==> src/hw/rtl/fixed_point_alu_rounding_macros.svh <==
// assertion macros used by the alu back stages
// expects clk and rst_n in the scope of use
`ifndef FIXED_POINT_ALU_ROUNDING_MACROS_SVH
`define FIXED_POINT_ALU_ROUNDING_MACROS_SVH

// same-cycle implication
`define FPA_ASSERT_NOW(lbl, ante, cons) \
    lbl: assert property (@(posedge clk) disable iff (!rst_n) (ante) |-> (cons)) \
        else $error("fpa assertion failed");

// next-cycle implication
`define FPA_ASSERT_NEXT(lbl, ante, cons) \
    lbl: assert property (@(posedge clk) disable iff (!rst_n) (ante) |=> (cons)) \
        else $error("fpa assertion failed");

`endif

==> src/hw/rtl/fpa_pkg.sv <==
// shared types, codes and helper functions of the fixed-point alu
// no dependencies
package fpa_pkg;

    localparam int DataWidth = 32;
    localparam int NumBits   = 63;

    localparam logic [1:0] OpAdd = 2'd0;
    localparam logic [1:0] OpSub = 2'd1;
    localparam logic [1:0] OpMul = 2'd2;
    localparam logic [1:0] OpDiv = 2'd3;

    localparam logic [1:0] RndZero = 2'd0;
    localparam logic [1:0] RndEven = 2'd1;
    localparam logic [1:0] RndPos  = 2'd2;
    localparam logic [1:0] RndNeg  = 2'd3;

    localparam logic [1:0] RegIntBits  = 2'd0;
    localparam logic [1:0] RegFracBits = 2'd1;
    localparam logic [1:0] RegRndMode  = 2'd2;

    typedef struct packed {
        logic [5:0] int_bits;
        logic [4:0] frac_bits;
        logic [1:0] mode;
    } cfg_t;

    typedef struct packed {
        logic [1:0]  op;
        logic        neg;
        logic        bzero;
        logic [31:0] addsub;
        logic [63:0] prod;
        logic [62:0] num;
        logic [31:0] lb;
    } front_word_t;

    typedef struct packed {
        logic [1:0]  op;
        logic        neg;
        logic        dz;
        logic [31:0] other;
        logic [31:0] lb;
        logic [62:0] num;
        logic [31:0] rem;
        logic [31:0] quo;
    } div_word_t;

    typedef struct packed {
        logic [31:0] mag;
        logic        neg_apply;
        logic        dz;
    } back_word_t;

    function automatic logic [5:0] fmt_width(cfg_t c);
        logic [6:0] sum;
        logic [5:0] w;
        sum = {1'b0, c.int_bits} + {2'b00, c.frac_bits};
        if (sum > 7'(DataWidth))
        begin
            w = 6'(DataWidth);
        end
        else if (sum == 7'd0)
        begin
            w = 6'd1;
        end
        else
        begin
            w = sum[5:0];
        end
        return w;
    endfunction

    // keep the low w bits and sign-extend from bit w-1
    function automatic logic [31:0] wrap_ext(logic [31:0] v, logic [5:0] w);
        logic [31:0] o;
        logic        s;
        s = v[5'(w - 6'd1)];
        for (int i = 0; i < 32; i++)
        begin
            o[i] = (i < int'(w)) ? v[i] : s;
        end
        return o;
    endfunction

    function automatic logic round_inc(logic [1:0] mode, logic q0, logic rnz,
                                       logic gt, logic eq, logic neg);
        logic inc;
        case (mode)
            RndEven: inc = gt | (eq & q0);
            RndPos:  inc = rnz & ~neg;
            RndNeg:  inc = rnz & neg;
            default: inc = 1'b0;
        endcase
        return inc;
    endfunction

    // one restoring division step, shifting in numerator bit nbit
    function automatic div_word_t div_step(div_word_t d, logic nbit);
        div_word_t   o;
        logic [32:0] t;
        logic [32:0] diff;
        logic        ge;
        o    = d;
        t    = {d.rem, nbit};
        diff = t - {1'b0, d.lb};
        ge   = (t >= {1'b0, d.lb});
        o.rem = ge ? diff[31:0] : t[31:0];
        o.quo = {d.quo[30:0], ge};
        return o;
    endfunction

endpackage

==> src/hw/rtl/fpa_cfg.sv <==
// apb register file: format and rounding mode
// depends on fpa_pkg
module fpa_cfg (
    input  logic          clk,
    input  logic          rst_n,
    input  logic          psel,
    input  logic          penable,
    input  logic          pwrite,
    input  logic [3:0]    paddr,
    input  logic [31:0]   pwdata,
    output logic [31:0]   prdata,
    output logic          pready,
    output fpa_pkg::cfg_t cfg
);

    fpa_pkg::cfg_t cfg_reg;
    fpa_pkg::cfg_t cfg_next;
    logic          wr_en;

    assign wr_en  = psel & penable & pwrite;
    assign pready = 1'b1;
    assign cfg    = cfg_reg;

    always_comb
    begin
        cfg_next = cfg_reg;
        if (wr_en)
        begin
            case (paddr[3:2])
                fpa_pkg::RegIntBits:  cfg_next.int_bits  = pwdata[5:0];
                fpa_pkg::RegFracBits: cfg_next.frac_bits = pwdata[4:0];
                fpa_pkg::RegRndMode:  cfg_next.mode      = pwdata[1:0];
                default:              cfg_next = cfg_reg;
            endcase
        end
    end

    always_ff @(posedge clk or negedge rst_n)
    begin
        if (!rst_n)
        begin
            cfg_reg.int_bits  <= 6'd16;
            cfg_reg.frac_bits <= 5'd16;
            cfg_reg.mode      <= fpa_pkg::RndZero;
        end
        else
        begin
            cfg_reg <= cfg_next;
        end
    end

    always_comb
    begin
        case (paddr[3:2])
            fpa_pkg::RegIntBits:  prdata = {26'd0, cfg_reg.int_bits};
            fpa_pkg::RegFracBits: prdata = {27'd0, cfg_reg.frac_bits};
            fpa_pkg::RegRndMode:  prdata = {30'd0, cfg_reg.mode};
            default:              prdata = 32'd0;
        endcase
    end

endmodule

==> config.mk <==
export PLATFORM = sky130hd
export DESIGN_NAME = fpa_cfg
export DESIGN_NICKNAME = d
export VERILOG_FILES = /design/src/hw/rtl/fixed_point_alu_rounding_macros.svh /design/src/hw/rtl/fpa_pkg.sv /design/src/hw/rtl/fpa_cfg.sv
export SDC_FILE = /design/constraint.sdc
export NUM_CORES = 1
export LEC_CHECK = 0
export BUFFER_PORTS_ARGS = -buffer_cell sky130_fd_sc_hd__buf_2
export CAP_MARGIN = 25
export CELL_PAD_IN_SITES_DETAIL_PLACEMENT = 0
export CELL_PAD_IN_SITES_GLOBAL_PLACEMENT = 2
export CORE_UTILIZATION = 19
export CTS_CLUSTER_SIZE = 24
export DETAILED_ROUTE_END_ITERATION = 6
export HOLD_SLACK_MARGIN = 0.03
export PLACE_DENSITY_LB_ADDON = 0.08
export SLEW_MARGIN = 25
export SYNTH_ARGS = -nofsm -noshare
export SYNTH_HDL_FRONTEND = slang
export SYNTH_SLANG_ARGS = --single-unit
==> constraint.sdc <==
create_clock -name clk -period 1.5 [get_ports clk]
set_input_delay 0.075 -clock clk [delete_from_list [all_inputs] [get_ports clk]]
set_output_delay 0.075 -clock clk [all_outputs]
set_load 0.01 [all_outputs]
==> metrics.md <==
| Metric | Value |
|---|---|
| Result of the run | finished clean |
| Unrepaired setup endpoints after global routing | no |
| HPWL after detailed placement | 1350 um |
| FF+latch count, synth | 13 |
| CTS H-tree depth | 1 |
| Cell family with most CP delay | flip-flops |
| Worst Setup SP | cfg[6]$_DFFE_PN1P_ |
| Worst path bufs/invs | 1 |
| Post-synthesis area per instance | 11.4 um^2 |
| Horizontal extent of the die | 69.7 um |
| Fraction of power spent switching nets | 30.8% |
| Number of stages on the worst setup path | 3 |
| Final setup skew | 0 ns |
| Cell at the slowest stage of the critical path | dfstp_2 |
| Final ANT Viol Nets | 0 |
| Reg-to-reg critical path startpoint | cfg[5]$_DFFE_PN0P_ |
| Final max-slew violation count | 0 |
| Portion of total power attributed to the clock network | 26.3% |
| Min Tclk post-route | 1.15 ns |
| Number of filler cells placed in the layout | 500 |
| Seq/Total Area, Yosys | 37.7% |
| Arrival time at the worst endpoint | 1.08 ns |
| Input/output buffers | 31 |
| Die height | 69.7 um |
| Die area | 4850 um^2 |
| Number of CTS-inserted buffers | 3 |
| CP Cell Sequence | mux2i_1 > nor2_1 > buf_2 |
| Count of routing violations after the opening detailed-route iteration | 14 |
| Drt wl/cell | 10.9 um |
| WL final | 1750 um |
| Largest register FFs | 13 |
| Worst min path class | in -> reg |
| Floorplan row count | 24 |
| Cell internal pwr | 0.819 mW |
| Quantity of gates resized following cts | 0 |
| Worst-Skew Late Latency | 0.24 ns |
| Clock sink count | 13 |
| Number of DRC violations after detailed routing | 0 |
| Number of antenna cells inserted | 0 |
| Wire length of the first global-routing pass | 2620 um |
| Synth area leaders | dfrtp_1, buf_4, mux2_4 |
| Via Count | 559 |
| Placer congestion estimate | 0.666 |
| Post-synthesis cell type count | 16 |
| Initial cell density of the core | 19.8% |
| Type of the setup path with the least slack | reg -> out |
| Worst-case reg-to-reg path depth | 1 |
| Static leakage | 0.544 nW |
| Layout area overhead | 16.1% |
| Global router's overall resource usage | 7.34% |
| Share of final-layout standard cells stronger than drive strength 1 | 48.1% |
| Final net count | 150 |
| Final setup violating endpoints | 0 |
| Critical path startpoint category | flip-flop |
| Number of global-route vias before repair | 541 |
| Internal reg-to-reg setup slack | 0.72 ns |
| Finished Core Util | 23.0% |
| Slowest cell delay on critical path | 0.54 ns |
| Mapped cell area | 870 um^2 |
| Area share of the largest cell type after synthesis | 31.7% |
| Cells after DPL | 155 |
| Area of the placeable core | 4380 um^2 |
| Warnings from Yosys | 0 |
| CTS Hold Bufs | 1 |
| Sort of element at the end of the critical path | primary output |
| Library cell with the largest summed area after synthesis | dfrtp_1 |
| Switching power | 0.364 mW |
| Root cell of the clock tree | clkbuf_8 |
| Period utilisation layout | 76.9% |
| Antenna violations before repair | 0 |
| Instance count of the mapped netlist | 76 |
| Endpoint of the worst setup timing path | prdata[4] |
| Combinational cell fraction of total power | 31.1% |
| Count of pins on the block boundary | 87 |
| Largest fanout on the critical path | 3 |
| CP required | 1.42 ns |
| Summed negative setup slack over all endpoints | 0 ns |
| Detailed-routing iteration count for the pre-antenna-repair pass | 2 |
| Maximum clock path buffer count | 2 |
| R2R Path End | cfg[5]$_DFFE_PN0P_ |
| Gr ovfl total | 0 |
| Setup Buffers After CTS | 0 |
| Clk slew on worst S/H paths | 0.06 ns |
| Final-report hold violation count | 0 |
| Fmax | 867 MHz |
| Power density relative to cell area | 1170 nW/um^2 |
| Vias per cell | 3.49 |
| Final cell count without fillers | 160 |
| Max IR drop VDD | 229 uV |
| Max-cap check violation count | 0 |
| Share of total power in sequential cells | 42.6% |
| TritonCTS clock tree | built |
| Maximum number of pins on one net before global-route repair | 14 |
-- per-stage QoR --
| step | cell area [um^2] | hold WS, ns | setup slack, ns | total power [mW] |
|---|---|---|---|---|
| 2_1_floorplan | 963 | -0.221 | 0.388 | 0.784 |
| 3_3_place_gp | 955 | -0.0166 | 0.220 | 0.882 |
| 3_5_place_dp | 955 | -0.0159 | 0.209 | 0.883 |
| 4_1_cts | 1010 | 0.0611 | 0.332 | 1.21 |
| 5_1_grt | 1010 | 0.0580 | 0.287 | 1.27 |
| 6_report | 1010 | 0.0683 | 0.347 | 1.18 |
-- power by group through the flow --
| stage | sequential, mW | clock [mW] | combinational, mW |
|---|---|---|---|
| global route | 0.515 | 0.353 | 0.403 |
| finish | 0.504 | 0.311 | 0.368 |
| CTS | 0.506 | 0.331 | 0.375 |
| global placement | 0.511 | 0 | 0.371 |
| detailed placement | 0.512 | 0 | 0.371 |
| floorplan | 0.542 | 0 | 0.242 |
-- worst min-delay path by stage --
stage | end | start | slack (ns) | cells after the start
after detailed placement | cfg[8]$_DFFE_PN0P_ | rst_n | -0.02 | 1
final | cfg[12]$_DFFE_PN0P_ | pwdata[5] | 0.07 | 2
after floorplan | cfg[0]$_DFFE_PN0P_ | rst_n | -0.22 | 0
after global placement | cfg[8]$_DFFE_PN0P_ | rst_n | -0.02 | 1
after CTS | cfg[12]$_DFFE_PN0P_ | pwdata[5] | 0.06 | 2
after global routing | cfg[12]$_DFFE_PN0P_ | pwdata[5] | 0.06 | 2
-- layer usage --
| layer | wire (um) | global-route usage [%] | share of wire, % | vias up |
|---|---|---|---|---|
| met5 | 0 | 0 | 0 | - |
| met4 | 12 | 4.00 | 0.69 | 0 |
| met3 | 161 | 3.34 | 9.2 | 2 |
| met2 | 949 | 13.4 | 54 | 28 |
| met1 | 625 | 6.74 | 36 | 270 |
| li1 | - | - | - | 259 |
-- cell usage after synthesis, drive strengths merged --
library cell / number
nor3b: 3
dfrtp: 11
nand3: 1
nor2b: 1
mux2i: 5
mux2: 13
o21ai: 2
conb: 2
nand2: 2
dfstp: 2
buf: 30
or3: 1
nor2: 3
-- cell families (layout without fill, tap and decap cells) --
kind of cell,after synthesis,count (layout),synth area share [%]
buf+inv,30,37,27.2
mux,18,18,25.2
flops,13,13,37.7
simple gates,11,11,7.91
other cells,2,27,0.864
compound gates,2,2,1.15
-- cell usage in the layout (no fill, tap or decap), drive strengths merged --
cell type / n
buf: 32
clkbuf: 4
conb: 27
dfrtp: 11
dfstp: 2
dlygate4sd3: 1
mux2: 13
mux2i: 5
nand2: 2
nand3: 1
nor2: 3
nor2b: 1
nor3b: 3
o21ai: 2
or3: 1
-- final cells by class --
class / count / area, um^2 / area share (%)
Multi-Input combinational cell: 58 / 399 / 39.5
Sequential cell: 13 / 328 / 32.5
Timing Repair Buffer: 33 / 173 / 17.1
Tap cell: 52 / 65.1 / 6.44
Clock buffer: 4 / 45.0 / 4.46
Note: power is estimated with default switching activity, not from simulation.
