--- config.mk ---
export PLATFORM = sky130hd
export DESIGN_NAME = fpa_back
export DESIGN_NICKNAME = d
export VERILOG_FILES = /design/src/hw/rtl/fpa_pkg.sv /design/src/hw/rtl/fpa_back.sv
export VERILOG_INCLUDE_DIRS = /design/src /design/src/hw/rtl
export SDC_FILE = /design/constraint.sdc
export NUM_CORES = 1
export LEC_CHECK = 0
export ABC_CLOCK_PERIOD_IN_PS = 8500
export BUFFER_PORTS_ARGS = -buffer_cell sky130_fd_sc_hd__buf_2
export CAP_MARGIN = 20
export CELL_PAD_IN_SITES_DETAIL_PLACEMENT = 0
export CELL_PAD_IN_SITES_GLOBAL_PLACEMENT = 1
export CORE_UTILIZATION = 35
export DETAILED_ROUTE_END_ITERATION = 7
export GPL_TIMING_DRIVEN = 0
export PLACE_DENSITY = 0.81
export SYNTH_ARGS = -nofsm -noshare
export SYNTH_HDL_FRONTEND = slang
export SYNTH_SLANG_ARGS = --single-unit
--- constraint.sdc ---
create_clock -name clk -period 8.5 [get_ports clk]
set_clock_uncertainty 0.05 [all_clocks]
set_input_delay 1.275 -clock clk [delete_from_list [all_inputs] [get_ports clk]]
set_output_delay 1.275 -clock clk [all_outputs]
set_load 0.005 [all_outputs]
--- src/hw/rtl/fixed_point_alu_rounding_macros.svh ---
// assertion macros used by the alu back stages
// expects clk and rst_n in the scope of use
`ifndef FIXED_POINT_ALU_ROUNDING_MACROS_SVH
`define FIXED_POINT_ALU_ROUNDING_MACROS_SVH

// same-cycle implication
`define FPA_ASSERT_NOW(lbl, ante, cons) \
    lbl: assert property (@(posedge clk) disable iff (!rst_n) (ante) |-> (cons)) \
        else $error("fpa assertion failed");

// next-cycle implication
`define FPA_ASSERT_NEXT(lbl, ante, cons) \
    lbl: assert property (@(posedge clk) disable iff (!rst_n) (ante) |=> (cons)) \
        else $error("fpa assertion failed");

`endif

--- src/hw/rtl/fpa_pkg.sv ---
// shared types, codes and helper functions of the fixed-point alu
// no dependencies
package fpa_pkg;

    localparam int DataWidth = 32;
    localparam int NumBits   = 63;

    localparam logic [1:0] OpAdd = 2'd0;
    localparam logic [1:0] OpSub = 2'd1;
    localparam logic [1:0] OpMul = 2'd2;
    localparam logic [1:0] OpDiv = 2'd3;

    localparam logic [1:0] RndZero = 2'd0;
    localparam logic [1:0] RndEven = 2'd1;
    localparam logic [1:0] RndPos  = 2'd2;
    localparam logic [1:0] RndNeg  = 2'd3;

    localparam logic [1:0] RegIntBits  = 2'd0;
    localparam logic [1:0] RegFracBits = 2'd1;
    localparam logic [1:0] RegRndMode  = 2'd2;

    typedef struct packed {
        logic [5:0] int_bits;
        logic [4:0] frac_bits;
        logic [1:0] mode;
    } cfg_t;

    typedef struct packed {
        logic [1:0]  op;
        logic        neg;
        logic        bzero;
        logic [31:0] addsub;
        logic [63:0] prod;
        logic [62:0] num;
        logic [31:0] lb;
    } front_word_t;

    typedef struct packed {
        logic [1:0]  op;
        logic        neg;
        logic        dz;
        logic [31:0] other;
        logic [31:0] lb;
        logic [62:0] num;
        logic [31:0] rem;
        logic [31:0] quo;
    } div_word_t;

    typedef struct packed {
        logic [31:0] mag;
        logic        neg_apply;
        logic        dz;
    } back_word_t;

    function automatic logic [5:0] fmt_width(cfg_t c);
        logic [6:0] sum;
        logic [5:0] w;
        sum = {1'b0, c.int_bits} + {2'b00, c.frac_bits};
        if (sum > 7'(DataWidth))
        begin
            w = 6'(DataWidth);
        end
        else if (sum == 7'd0)
        begin
            w = 6'd1;
        end
        else
        begin
            w = sum[5:0];
        end
        return w;
    endfunction

    // keep the low w bits and sign-extend from bit w-1
    function automatic logic [31:0] wrap_ext(logic [31:0] v, logic [5:0] w);
        logic [31:0] o;
        logic        s;
        s = v[5'(w - 6'd1)];
        for (int i = 0; i < 32; i++)
        begin
            o[i] = (i < int'(w)) ? v[i] : s;
        end
        return o;
    endfunction

    function automatic logic round_inc(logic [1:0] mode, logic q0, logic rnz,
                                       logic gt, logic eq, logic neg);
        logic inc;
        case (mode)
            RndEven: inc = gt | (eq & q0);
            RndPos:  inc = rnz & ~neg;
            RndNeg:  inc = rnz & neg;
            default: inc = 1'b0;
        endcase
        return inc;
    endfunction

    // one restoring division step, shifting in numerator bit nbit
    function automatic div_word_t div_step(div_word_t d, logic nbit);
        div_word_t   o;
        logic [32:0] t;
        logic [32:0] diff;
        logic        ge;
        o    = d;
        t    = {d.rem, nbit};
        diff = t - {1'b0, d.lb};
        ge   = (t >= {1'b0, d.lb});
        o.rem = ge ? diff[31:0] : t[31:0];
        o.quo = {d.quo[30:0], ge};
        return o;
    endfunction

endpackage

--- src/hw/rtl/fpa_back.sv ---
// back stages: quotient rounding, sign restore, wrap and output register
// depends on fpa_pkg and the macros header
`include "fixed_point_alu_rounding_macros.svh"
module fpa_back (
    input  logic               clk,
    input  logic               rst_n,
    input  logic               advance,
    input  fpa_pkg::cfg_t      cfg,
    input  logic               in_vld,
    input  fpa_pkg::div_word_t in_word,
    output logic               out_vld,
    output logic signed [31:0] result_value,
    output logic               div_by_zero
);

    logic                f1_vld_reg;
    fpa_pkg::back_word_t f1_reg;
    fpa_pkg::back_word_t f1_next;

    logic        o_vld_reg;
    logic [31:0] o_res_reg;
    logic        o_dz_reg;
    logic [31:0] o_res_next;
    logic [31:0] signed_mag;

    logic        is_div;
    logic        dinc;

    assign is_div = (in_word.op == fpa_pkg::OpDiv);
    assign dinc   = fpa_pkg::round_inc(cfg.mode, in_word.quo[0], in_word.rem != 32'd0,
                                       {in_word.rem, 1'b0} > {1'b0, in_word.lb},
                                       {in_word.rem, 1'b0} == {1'b0, in_word.lb},
                                       in_word.neg);

    always_comb
    begin
        f1_next.mag       = is_div ? (in_word.quo + {31'd0, dinc}) : in_word.other;
        f1_next.neg_apply = in_word.neg & ((in_word.op == fpa_pkg::OpMul) | is_div);
        f1_next.dz        = is_div & in_word.dz;
    end

    assign signed_mag = f1_reg.neg_apply ? (32'd0 - f1_reg.mag) : f1_reg.mag;
    assign o_res_next = f1_reg.dz ? 32'd0
                                  : fpa_pkg::wrap_ext(signed_mag, fpa_pkg::fmt_width(cfg));

    always_ff @(posedge clk or negedge rst_n)
    begin
        if (!rst_n)
        begin
            f1_vld_reg <= 1'b0;
            o_vld_reg  <= 1'b0;
        end
        else if (advance)
        begin
            f1_vld_reg <= in_vld;
            o_vld_reg  <= f1_vld_reg;
        end
    end

    always_ff @(posedge clk)
    begin
        if (advance)
        begin
            f1_reg    <= f1_next;
            o_res_reg <= o_res_next;
            o_dz_reg  <= f1_reg.dz;
        end
    end

    assign out_vld      = o_vld_reg;
    assign result_value = o_res_reg;
    assign div_by_zero  = o_dz_reg;

    `FPA_ASSERT_NOW(a_dz_zero, o_vld_reg && o_dz_reg, o_res_reg == 32'd0)
    `FPA_ASSERT_NEXT(a_stall_holds, !advance, $stable(f1_vld_reg) && $stable(o_vld_reg))
    `FPA_ASSERT_NEXT(a_moves_on, advance && f1_vld_reg, o_vld_reg)
    `FPA_ASSERT_NOW(a_stall_only_full, !advance, o_vld_reg)

endmodule

==> results.ini <==
[run_status]
status = finished, final reports clean

[grt]
grt_overflow = 0
grt_use_total_pct = 18.2
grt_pass1_vias = 5368
grt_pass1_wl_mm = 26.1
grt_max_degree = 45
antenna_found_initial = 0

[setup_path]
cp-end-kind = register
startpoint_type = input port
cp_max_fo = 10
r2r_cells = 10
worstSetupPathType = in -> reg
critical_path_required_ns = 8.48
arrival_ns = 5.80

[worst_hold_path]
worstHoldPathType = reg -> reg
hold_path_depth = 1

[yosys]
synth_edf_count = 67
synthesis.instances = 660
netlist_area_um2 = 6120
syn_area_per_cell_um2 = 9.27
async_reset_ff_share_pct = 2.90
synthesis.nets = 915
synth_cell_types = 66
synth_ff_type = edfxtp_1
ys_warn_count = 0
ys_ff_latch = 69
yosysSeqAreaShare_pct = 33.7

[sta]
finalHoldViolations = 0
setup_violations = 0
worst_slew_pin_slew_ns = 0.757
slew_violations = 0
min_period_ns = 5.82
relSlewSlack_pct = 49.2
rsz0062_at_grt = no
fin_tns_setup_ns = 0
period_share_pct = 68.5
max_freq_mhz = 172

[route]
viasPerCell = 5.19
finalWirelength_mm = 16.3
post_drt_wl_per_cell_um = 15.1
dr.pass1.iters = 5
dr_total_vias = 5591
detail-route-antenna-nets = 0
drc = 0
drt_iter0_drc = 291

[clocking]
worstSkewPairLatency_ns = 0.33
postCtsHoldBufs = 0
clockBufferDepth = 2
htree_num_levels = 3
cts.sinks = 69
numCtsBuffers = 9
cts_setup_buffers = 0
path_clk_slew_ns = 0.06
root_buffer = clkbuf_16
tritoncts = done
cts_resized = 0

[layout]
n_antenna_cell = 0
largest_register_ffs = 34
drive_gt1_share_pct = 28.1
finalNonFillerCells = 1078
synthToLayoutAreaGrowth_pct = 24.4
stdcell_area_um2 = 7610
nets = 1108

[floorplan]
core_um2 = 16800
start_util_pct = 36.4
io_pins = 246
dieArea_um2 = 18000
die_y_um = 134
fp.dieW_um = 134
num_rows = 47

[placement]
routabilityCongestion = 0.914
placed_area_um2 = 7320
dp.cells = 1062
port_buffers = 181
hpwl_mm = 13.4

[flow_run]
drv_cap = 0

[power_and_ir_drop]
power.leakage_nw = 3.22
p_per_area_nw_per_um2 = 164
ir_drop_v = 0.0000878
power.total_mw = 1.25

worst paths after layout:
kind,from,slack [ns],end
worst max-delay path,cfg[2],2.68,result_value[4]$_SDFFCE_PP0P_
worst min register to register,f1_vld_reg$_DFFE_PN0P_,0.45,f1_vld_reg$_DFFE_PN0P_
worst max register to register,f1_reg[14]$_DFFE_PP_,4.27,result_value[22]$_SDFFCE_PP0P_
worst min-delay path,f1_vld_reg$_DFFE_PN0P_,0.45,f1_vld_reg$_DFFE_PN0P_
min in group asynchronous,rst_n,0.67,out_vld$_DFFE_PN0P_
max in group asynchronous,rst_n,7.64,f1_vld_reg$_DFFE_PN0P_
per-layer routing:
metal  routed length [µm]  vias up  track usage (%)  share of wire [%]
li1                     -     2853                -                  -
met1                 7860     2529             25.1                 48
met2                 7370      190             29.6                 45
met3                  827       19             2.61                5.1
met4                  251        0             5.18                1.5
met5                    0        -                0                  0
metrics by stage:
| step | hold WS (ns) | worst slack (ns) | util [%] |
|---|---|---|---|
| after global placement | 0.436 | 2.35 | 43.4 |
| after floorplan | 0.425 | 3.06 | - |
| after global routing | 0.463 | 2.46 | 45.3 |
| after CTS | 0.457 | 2.71 | 45.3 |
| after detailed placement | 0.445 | 2.35 | 43.5 |
| final | 0.452 | 2.68 | 45.3 |
cells in the mapped netlist (all sizes together) (7+ instances only):
cell type | n | area, µm²
a21oi | 57 | 293
xnor2 | 34 | 298
mux4 | 7 | 158
ha | 42 | 526
nor2 | 77 | 289
mux2 | 7 | 78.8
o21ai | 19 | 106
o21a | 7 | 52.6
nor2b | 13 | 81.3
inv | 43 | 161
and3 | 7 | 43.8
edfxtp | 67 | 2010
nand3 | 20 | 100
clkbuf | 16 | 60.1
nor4 | 18 | 140
nor3 | 12 | 65.1
nand2 | 33 | 124
o41ai | 8 | 77.6
a31oi | 9 | 56.3
o31ai | 12 | 104
buf | 10 | 55.1
nand4 | 17 | 113
a21o | 17 | 128
xor2 | 31 | 272
a211oi | 17 | 133
where the power goes:
group          switching [mW]  internal [mW]  total (mW)
sequential             0.0230          0.422       0.445
combinational           0.251          0.188       0.439
clock                   0.141          0.226       0.368
total                   0.415          0.837        1.25
layout by cell type, fill, tap and decap left out, types with 3 or more instances in the layout:
cell       count
a211oi_1      16
a21o_1        17
a21oi_1       55
a311oi_1       6
a31oi_1        9
and2_1         3
and3_1         7
buf_1          4
buf_2        183
buf_4          4
clkbuf_1      17
clkbuf_16      9
edfxtp_1      67
ha_1          42
inv_1         42
mux2_2         7
mux2i_1        5
mux4_2         7
nand2_1       33
nand2b_1       6
nand3_1       20
nand4_1       16
nor2_1        77
nor2b_1       13
nor3_1        11
nor4_1        15
o21a_1         7
o21ai_0       18
o21bai_1       5
o221ai_1       3
o31ai_1       11
o41ai_1        7
or3_1          5
xnor2_1       34
xor2_1        31
worst max-delay path, stage by stage:
cell	delay (ns)
buf_2	0.10
ha_1	0.23
fa_1	0.62
nor3_2	0.36
o221ai_2	0.23
mux2_2	0.32
and2_1	0.24
inv_1	0.07
ha_1	0.27
buf_1	0.40
mux4_2	0.58
mux2_2	0.29
a221oi_2	0.43
buf_4	0.26
a31oi_1	0.12
layout make-up:
| class | count | area [µm²] |
|---|---|---|
| multi-input cells | 522 | 3780 |
| fillers | 1689 | 9210 |
| clock buffers | 10 | 229 |
| repair buffers | 182 | 926 |
| well taps | 220 | 275 |
| clock inverters | 6 | 63.8 |
| plain buffers | 26 | 115 |
| inverters | 43 | 161 |
| flip-flops and latches | 69 | 2060 |
cell families after synthesis:
group | synth area share, %
and+or+nand+nor | 18.1
AOI/OAI and AO/OA | 20.6
buffers and inverters | 4.52
DFF | 33.7
xor gates and xnor gates | 9.31
adders and majority gates | 8.92
muxes | 4.91
No activity file was read; power rests on OpenSTA's default activity.
