## config.mk

```make
export PLATFORM = sky130hd
export DESIGN_NAME = fpa_front
export DESIGN_NICKNAME = d
export VERILOG_FILES = /design/src/hw/rtl/fixed_point_alu_rounding_macros.svh /design/src/hw/rtl/fpa_pkg.sv /design/src/hw/rtl/fpa_front.sv
export SDC_FILE = /design/constraint.sdc
export NUM_CORES = 2
export LEC_CHECK = 0
export BUFFER_PORTS_ARGS = -buffer_cell sky130_fd_sc_hd__buf_4
export CAP_MARGIN = 20
export CORE_MARGIN = 1
export CORE_UTILIZATION = 50
export DETAILED_ROUTE_END_ITERATION = 8
export GPL_ROUTABILITY_DRIVEN = 0
export GPL_TIMING_DRIVEN = 0
export HOLD_SLACK_MARGIN = 0.15
export PLACE_DENSITY_LB_ADDON = 0.15
export SKIP_CTS_REPAIR_TIMING = 1
export SLEW_MARGIN = 0
export SYNTH_ARGS = -nofsm -noshare
export SYNTH_HDL_FRONTEND = slang
export SYNTH_SLANG_ARGS = --single-unit
```

## constraint.sdc

```tcl
create_clock -name clk -period 15.01 [get_ports clk]
set_input_delay 3.002 -clock clk [delete_from_list [all_inputs] [get_ports clk]]
set_output_delay 3.002 -clock clk [all_outputs]
set_load 0.005 [all_outputs]
```

## src/hw/rtl/fixed_point_alu_rounding_macros.svh

```systemverilog
// assertion macros used by the alu back stages
// expects clk and rst_n in the scope of use
`ifndef FIXED_POINT_ALU_ROUNDING_MACROS_SVH
`define FIXED_POINT_ALU_ROUNDING_MACROS_SVH

// same-cycle implication
`define FPA_ASSERT_NOW(lbl, ante, cons) \
    lbl: assert property (@(posedge clk) disable iff (!rst_n) (ante) |-> (cons)) \
        else $error("fpa assertion failed");

// next-cycle implication
`define FPA_ASSERT_NEXT(lbl, ante, cons) \
    lbl: assert property (@(posedge clk) disable iff (!rst_n) (ante) |=> (cons)) \
        else $error("fpa assertion failed");

`endif

```

## src/hw/rtl/fpa_pkg.sv

```systemverilog
// shared types, codes and helper functions of the fixed-point alu
// no dependencies
package fpa_pkg;

    localparam int DataWidth = 32;
    localparam int NumBits   = 63;

    localparam logic [1:0] OpAdd = 2'd0;
    localparam logic [1:0] OpSub = 2'd1;
    localparam logic [1:0] OpMul = 2'd2;
    localparam logic [1:0] OpDiv = 2'd3;

    localparam logic [1:0] RndZero = 2'd0;
    localparam logic [1:0] RndEven = 2'd1;
    localparam logic [1:0] RndPos  = 2'd2;
    localparam logic [1:0] RndNeg  = 2'd3;

    localparam logic [1:0] RegIntBits  = 2'd0;
    localparam logic [1:0] RegFracBits = 2'd1;
    localparam logic [1:0] RegRndMode  = 2'd2;

    typedef struct packed {
        logic [5:0] int_bits;
        logic [4:0] frac_bits;
        logic [1:0] mode;
    } cfg_t;

    typedef struct packed {
        logic [1:0]  op;
        logic        neg;
        logic        bzero;
        logic [31:0] addsub;
        logic [63:0] prod;
        logic [62:0] num;
        logic [31:0] lb;
    } front_word_t;

    typedef struct packed {
        logic [1:0]  op;
        logic        neg;
        logic        dz;
        logic [31:0] other;
        logic [31:0] lb;
        logic [62:0] num;
        logic [31:0] rem;
        logic [31:0] quo;
    } div_word_t;

    typedef struct packed {
        logic [31:0] mag;
        logic        neg_apply;
        logic        dz;
    } back_word_t;

    function automatic logic [5:0] fmt_width(cfg_t c);
        logic [6:0] sum;
        logic [5:0] w;
        sum = {1'b0, c.int_bits} + {2'b00, c.frac_bits};
        if (sum > 7'(DataWidth))
        begin
            w = 6'(DataWidth);
        end
        else if (sum == 7'd0)
        begin
            w = 6'd1;
        end
        else
        begin
            w = sum[5:0];
        end
        return w;
    endfunction

    // keep the low w bits and sign-extend from bit w-1
    function automatic logic [31:0] wrap_ext(logic [31:0] v, logic [5:0] w);
        logic [31:0] o;
        logic        s;
        s = v[5'(w - 6'd1)];
        for (int i = 0; i < 32; i++)
        begin
            o[i] = (i < int'(w)) ? v[i] : s;
        end
        return o;
    endfunction

    function automatic logic round_inc(logic [1:0] mode, logic q0, logic rnz,
                                       logic gt, logic eq, logic neg);
        logic inc;
        case (mode)
            RndEven: inc = gt | (eq & q0);
            RndPos:  inc = rnz & ~neg;
            RndNeg:  inc = rnz & neg;
            default: inc = 1'b0;
        endcase
        return inc;
    endfunction

    // one restoring division step, shifting in numerator bit nbit
    function automatic div_word_t div_step(div_word_t d, logic nbit);
        div_word_t   o;
        logic [32:0] t;
        logic [32:0] diff;
        logic        ge;
        o    = d;
        t    = {d.rem, nbit};
        diff = t - {1'b0, d.lb};
        ge   = (t >= {1'b0, d.lb});
        o.rem = ge ? diff[31:0] : t[31:0];
        o.quo = {d.quo[30:0], ge};
        return o;
    endfunction

endpackage

```

## src/hw/rtl/fpa_front.sv

```systemverilog
// front stages: operand capture, format reduction, magnitudes, add/sub, multiply
// depends on fpa_pkg
module fpa_front (
    input  logic                clk,
    input  logic                rst_n,
    input  logic                advance,
    input  fpa_pkg::cfg_t       cfg,
    input  logic                in_vld,
    input  logic [1:0]          req_type,
    input  logic signed [31:0]  operand_a,
    input  logic signed [31:0]  operand_b,
    output logic                out_vld,
    output fpa_pkg::front_word_t out_word
);

    logic        s1_vld_reg;
    logic [1:0]  s1_op_reg;
    logic [31:0] s1_a_reg;
    logic [31:0] s1_b_reg;

    logic        s2_vld_reg;
    logic [1:0]  s2_op_reg;
    logic        s2_neg_reg;
    logic        s2_bzero_reg;
    logic [31:0] s2_addsub_reg;
    logic [31:0] s2_la_reg;
    logic [31:0] s2_lb_reg;

    logic                 s3_vld_reg;
    fpa_pkg::front_word_t s3_word_reg;
    fpa_pkg::front_word_t s3_word_next;

    logic [5:0]  w;
    logic [31:0] ae;
    logic [31:0] be;
    logic [31:0] la_next;
    logic [31:0] lb_next;
    logic [31:0] sum;
    logic [31:0] dif;

    assign w   = fpa_pkg::fmt_width(cfg);
    assign ae  = fpa_pkg::wrap_ext(s1_a_reg, w);
    assign be  = fpa_pkg::wrap_ext(s1_b_reg, w);
    assign la_next = ae[31] ? (32'd0 - ae) : ae;
    assign lb_next = be[31] ? (32'd0 - be) : be;
    assign sum = fpa_pkg::wrap_ext(ae + be, w);
    assign dif = fpa_pkg::wrap_ext(ae - be, w);

    always_comb
    begin
        s3_word_next.op     = s2_op_reg;
        s3_word_next.neg    = s2_neg_reg;
        s3_word_next.bzero  = s2_bzero_reg;
        s3_word_next.addsub = s2_addsub_reg;
        s3_word_next.prod   = {32'd0, s2_la_reg} * {32'd0, s2_lb_reg};
        s3_word_next.num    = {31'd0, s2_la_reg} << cfg.frac_bits;
        s3_word_next.lb     = s2_lb_reg;
    end

    always_ff @(posedge clk or negedge rst_n)
    begin
        if (!rst_n)
        begin
            s1_vld_reg <= 1'b0;
            s2_vld_reg <= 1'b0;
            s3_vld_reg <= 1'b0;
        end
        else if (advance)
        begin
            s1_vld_reg <= in_vld;
            s2_vld_reg <= s1_vld_reg;
            s3_vld_reg <= s2_vld_reg;
        end
    end

    always_ff @(posedge clk)
    begin
        if (advance)
        begin
            s1_op_reg     <= req_type;
            s1_a_reg      <= operand_a;
            s1_b_reg      <= operand_b;
            s2_op_reg     <= s1_op_reg;
            s2_neg_reg    <= ae[31] ^ be[31];
            s2_bzero_reg  <= (be == 32'd0);
            s2_addsub_reg <= (s1_op_reg == fpa_pkg::OpAdd) ? sum : dif;
            s2_la_reg     <= la_next;
            s2_lb_reg     <= lb_next;
            s3_word_reg   <= s3_word_next;
        end
    end

    assign out_vld  = s3_vld_reg;
    assign out_word = s3_word_reg;

endmodule

```

==> flow_summary.toml <==
[global_routing]
grt_max_degree = 125
grt_pass1_wl_um = 284000
antenna_found_initial = 11
grt_overflow = 0
grt_pass1_vias = 43820
grt_use_total = 0.358

[finish]
n_fill_cell = 9668
mostFrequentLayoutCell = "inv_1"
area_growth_pct = 9.91
layout_common_cells = "inv_1, fa_1, nand2_1, and2_1, edfxtp_1"
layout-drive-gt1-share = 0.0797
final_util = 0.555
fin_nets = 7279
largest_reg_flops = 195
fin_cells = 7429

[cts]
clock_path_buffers = 3
clk_latency_ps = 640
clk_pin_slew_ps = 60
cts_buffers = 43
cts.sinks = 364
cts_tree = "yes"
htree_levels = 2
root_buffer = "clkbuf_16"

[route]
drtIter0Drc = 5483
dr.pass1.iters = 9
vias_per_cell = 5.91
wl_per_cell_um = 26.1
totalWireLength_um = 194000
ant_nets = 0
vias = 43899
drc_errors = 0

[sta]
rsz0062_at_grt = "false"
clock_skew_ps = 40.2
finalHoldViolations = 0
finalCriticalPeriod_ps = 14940
worst_pin_slew_ps = 1330
maxSlewHeadroom = 0.107
setup_viol = 0
layout_setup_ws_ps = 66.0
max_freq_mhz = 66.9
period_share = 0.996
finalMaxSlewViolations = 0

[floorplan]
io_pins = 279
die_x_um = 331
rows = 120
start_util = 0.505
core_area_sq_um = 107000
die_y_um = 331
die_area_sq_um = 109000

[logic_synthesis]
synth_area_sq_um = 54000
synth_top_flop_cell = "edfxtp_1"
ys_types = 107
ys_ff_latch = 364
yosysWarnings = 0
syn_inst = 5660
ys_seq_area_frac = 0.202
syn_nets = 6951
synth_edf_count = 361
async_flop_share = 0.00824
synth_area_per_cell_sq_um = 9.55

[placed_design]
post-dp-hpwl_um = 159000
place_ws_ps = -669
portBuffers = 276
dp_cells = 7346

[status]
status = "finished clean"

[setup_path]
crit_top_cell = "clkbuf_1"
crit_fanout = 10
slowest_delay_ps = 550
slowest_stage = "buf_1"
startpoint_type = "primary input"
crit_type = "in -> reg"
required_ps = 15440
worstSetupEndpointType = "flip-flop"
cp.arrival_ps = 15380
reg2reg_slack_ps = 3130

[job]
maxCapViolations = 0

[hold_path]
min_path_type = "reg -> reg"
-- logic make-up (layout without fill, tap and decap cells) --
kind of cell             Yosys count  after routing  synth area share
AND/OR/NAND/NOR                 1808           1808             0.159
buffers and inverters           1265           1625            0.0896
adder cells (fa/ha/maj)         1209           1209             0.405
AO/OA/AOI/OAI                    683            683            0.0834
flip-flops                       364            364             0.202
XOR/XNOR                         212            212            0.0351
multiplexers                     119            119            0.0263
other                              0              6                 0
-- layout make-up --
| type | count | area (sq um) | area share |
|---|---|---|---|
| repair buffers | 285 | 2220 | 0.0374 |
| clock inverters | 30 | 275 | 0.00464 |
| multi-input cells | 4031 | 38300 | 0.645 |
| clock buffers | 47 | 1090 | 0.0184 |
| diodes | 6 | 15.0 | 0.000253 |
| flip-flops and latches | 364 | 10900 | 0.184 |
| plain buffers | 304 | 1230 | 0.0208 |
| well taps | 1403 | 1760 | 0.0296 |
| inverters | 959 | 3600 | 0.0607 |
-- path summary, 6_finish.rpt --
check	startpoint	depth (start not counted)	endpoint
worst max-delay path	cfg[2]	41	s2_addsub_reg[12]$_DFFE_PP_
worst min-delay path	s2_addsub_reg[4]$_DFFE_PP_	0	out_word[163]$_DFFE_PP_
worst max register to register	s2_la_reg[8]$_DFFE_PP_	36	out_word[158]$_DFFE_PP_
worst min register to register	s2_addsub_reg[4]$_DFFE_PP_	0	out_word[163]$_DFFE_PP_
max in group asynchronous	rst_n	1	out_vld$_DFFE_PN0P_
min in group asynchronous	rst_n	1	s1_vld_reg$_DFFE_PN0P_
-- stage by stage --
| stage | setup TNS, ps | hold WS, ps | cell area, sq um |
|---|---|---|---|
| 3_3_place_gp | -15990 | 401 | 57900 |
| 6_report | 0 | 414 | 59400 |
| 2_1_floorplan | 0 | 400 | 54000 |
| 4_1_cts | -93.2 | 414 | 59400 |
| 5_1_grt | 0 | 424 | 59400 |
| 3_5_place_dp | -17920 | 405 | 58000 |
-- per-layer routing --
metal | up-vias | part of all wire | global-route usage | wire length, um
met3 | 735 | 0.14 | 0.115 | 26200
met1 | 21599 | 0.37 | 0.466 | 71700
met5 | - | 0.00049 | 0 | 95
met2 | 3008 | 0.42 | 0.524 | 81600
met4 | 10 | 0.072 | 0.208 | 14000
li1 | 18547 | - | - | -
-- synth_stat cells (15+ instances only) --
| master | instances | area share |
|---|---|---|
| a211oi_1 | 20 | 0.0028 |
| a21o_1 | 53 | 0.0074 |
| a21oi_1 | 204 | 0.019 |
| a21oi_2 | 27 | 0.0044 |
| a31oi_1 | 30 | 0.0035 |
| and2_1 | 457 | 0.053 |
| and3_1 | 16 | 0.0019 |
| clkbuf_1 | 275 | 0.019 |
| edfxtp_1 | 361 | 0.20 |
| fa_1 | 897 | 0.33 |
| ha_1 | 311 | 0.072 |
| inv_1 | 954 | 0.066 |
| mux2_2 | 15 | 0.0031 |
| mux2i_1 | 87 | 0.016 |
| nand2_1 | 831 | 0.058 |
| nand2b_1 | 29 | 0.0034 |
| nand3_1 | 47 | 0.0044 |
| nand4_1 | 19 | 0.0022 |
| nor2_1 | 257 | 0.018 |
| nor2b_1 | 19 | 0.0022 |
| nor3_1 | 44 | 0.0041 |
| o211ai_1 | 21 | 0.0029 |
| o21ai_0 | 118 | 0.011 |
| o21bai_1 | 24 | 0.0033 |
| o22ai_1 | 26 | 0.0030 |
| o31ai_1 | 15 | 0.0021 |
| or3_1 | 24 | 0.0028 |
| xnor2_1 | 146 | 0.024 |
| xor2_1 | 62 | 0.010 |
-- worst max-delay path, delay by kind of cell --
family	cells	cell delay, ps
compound gates	11	2980
buf+inv	11	3870
simple gates	14	3850
fa+ha+maj	5	1630
Power is left out: the tool's default activity adds up to more than one toggle a clock period on the data nets, which glitch-free logic cannot reach.
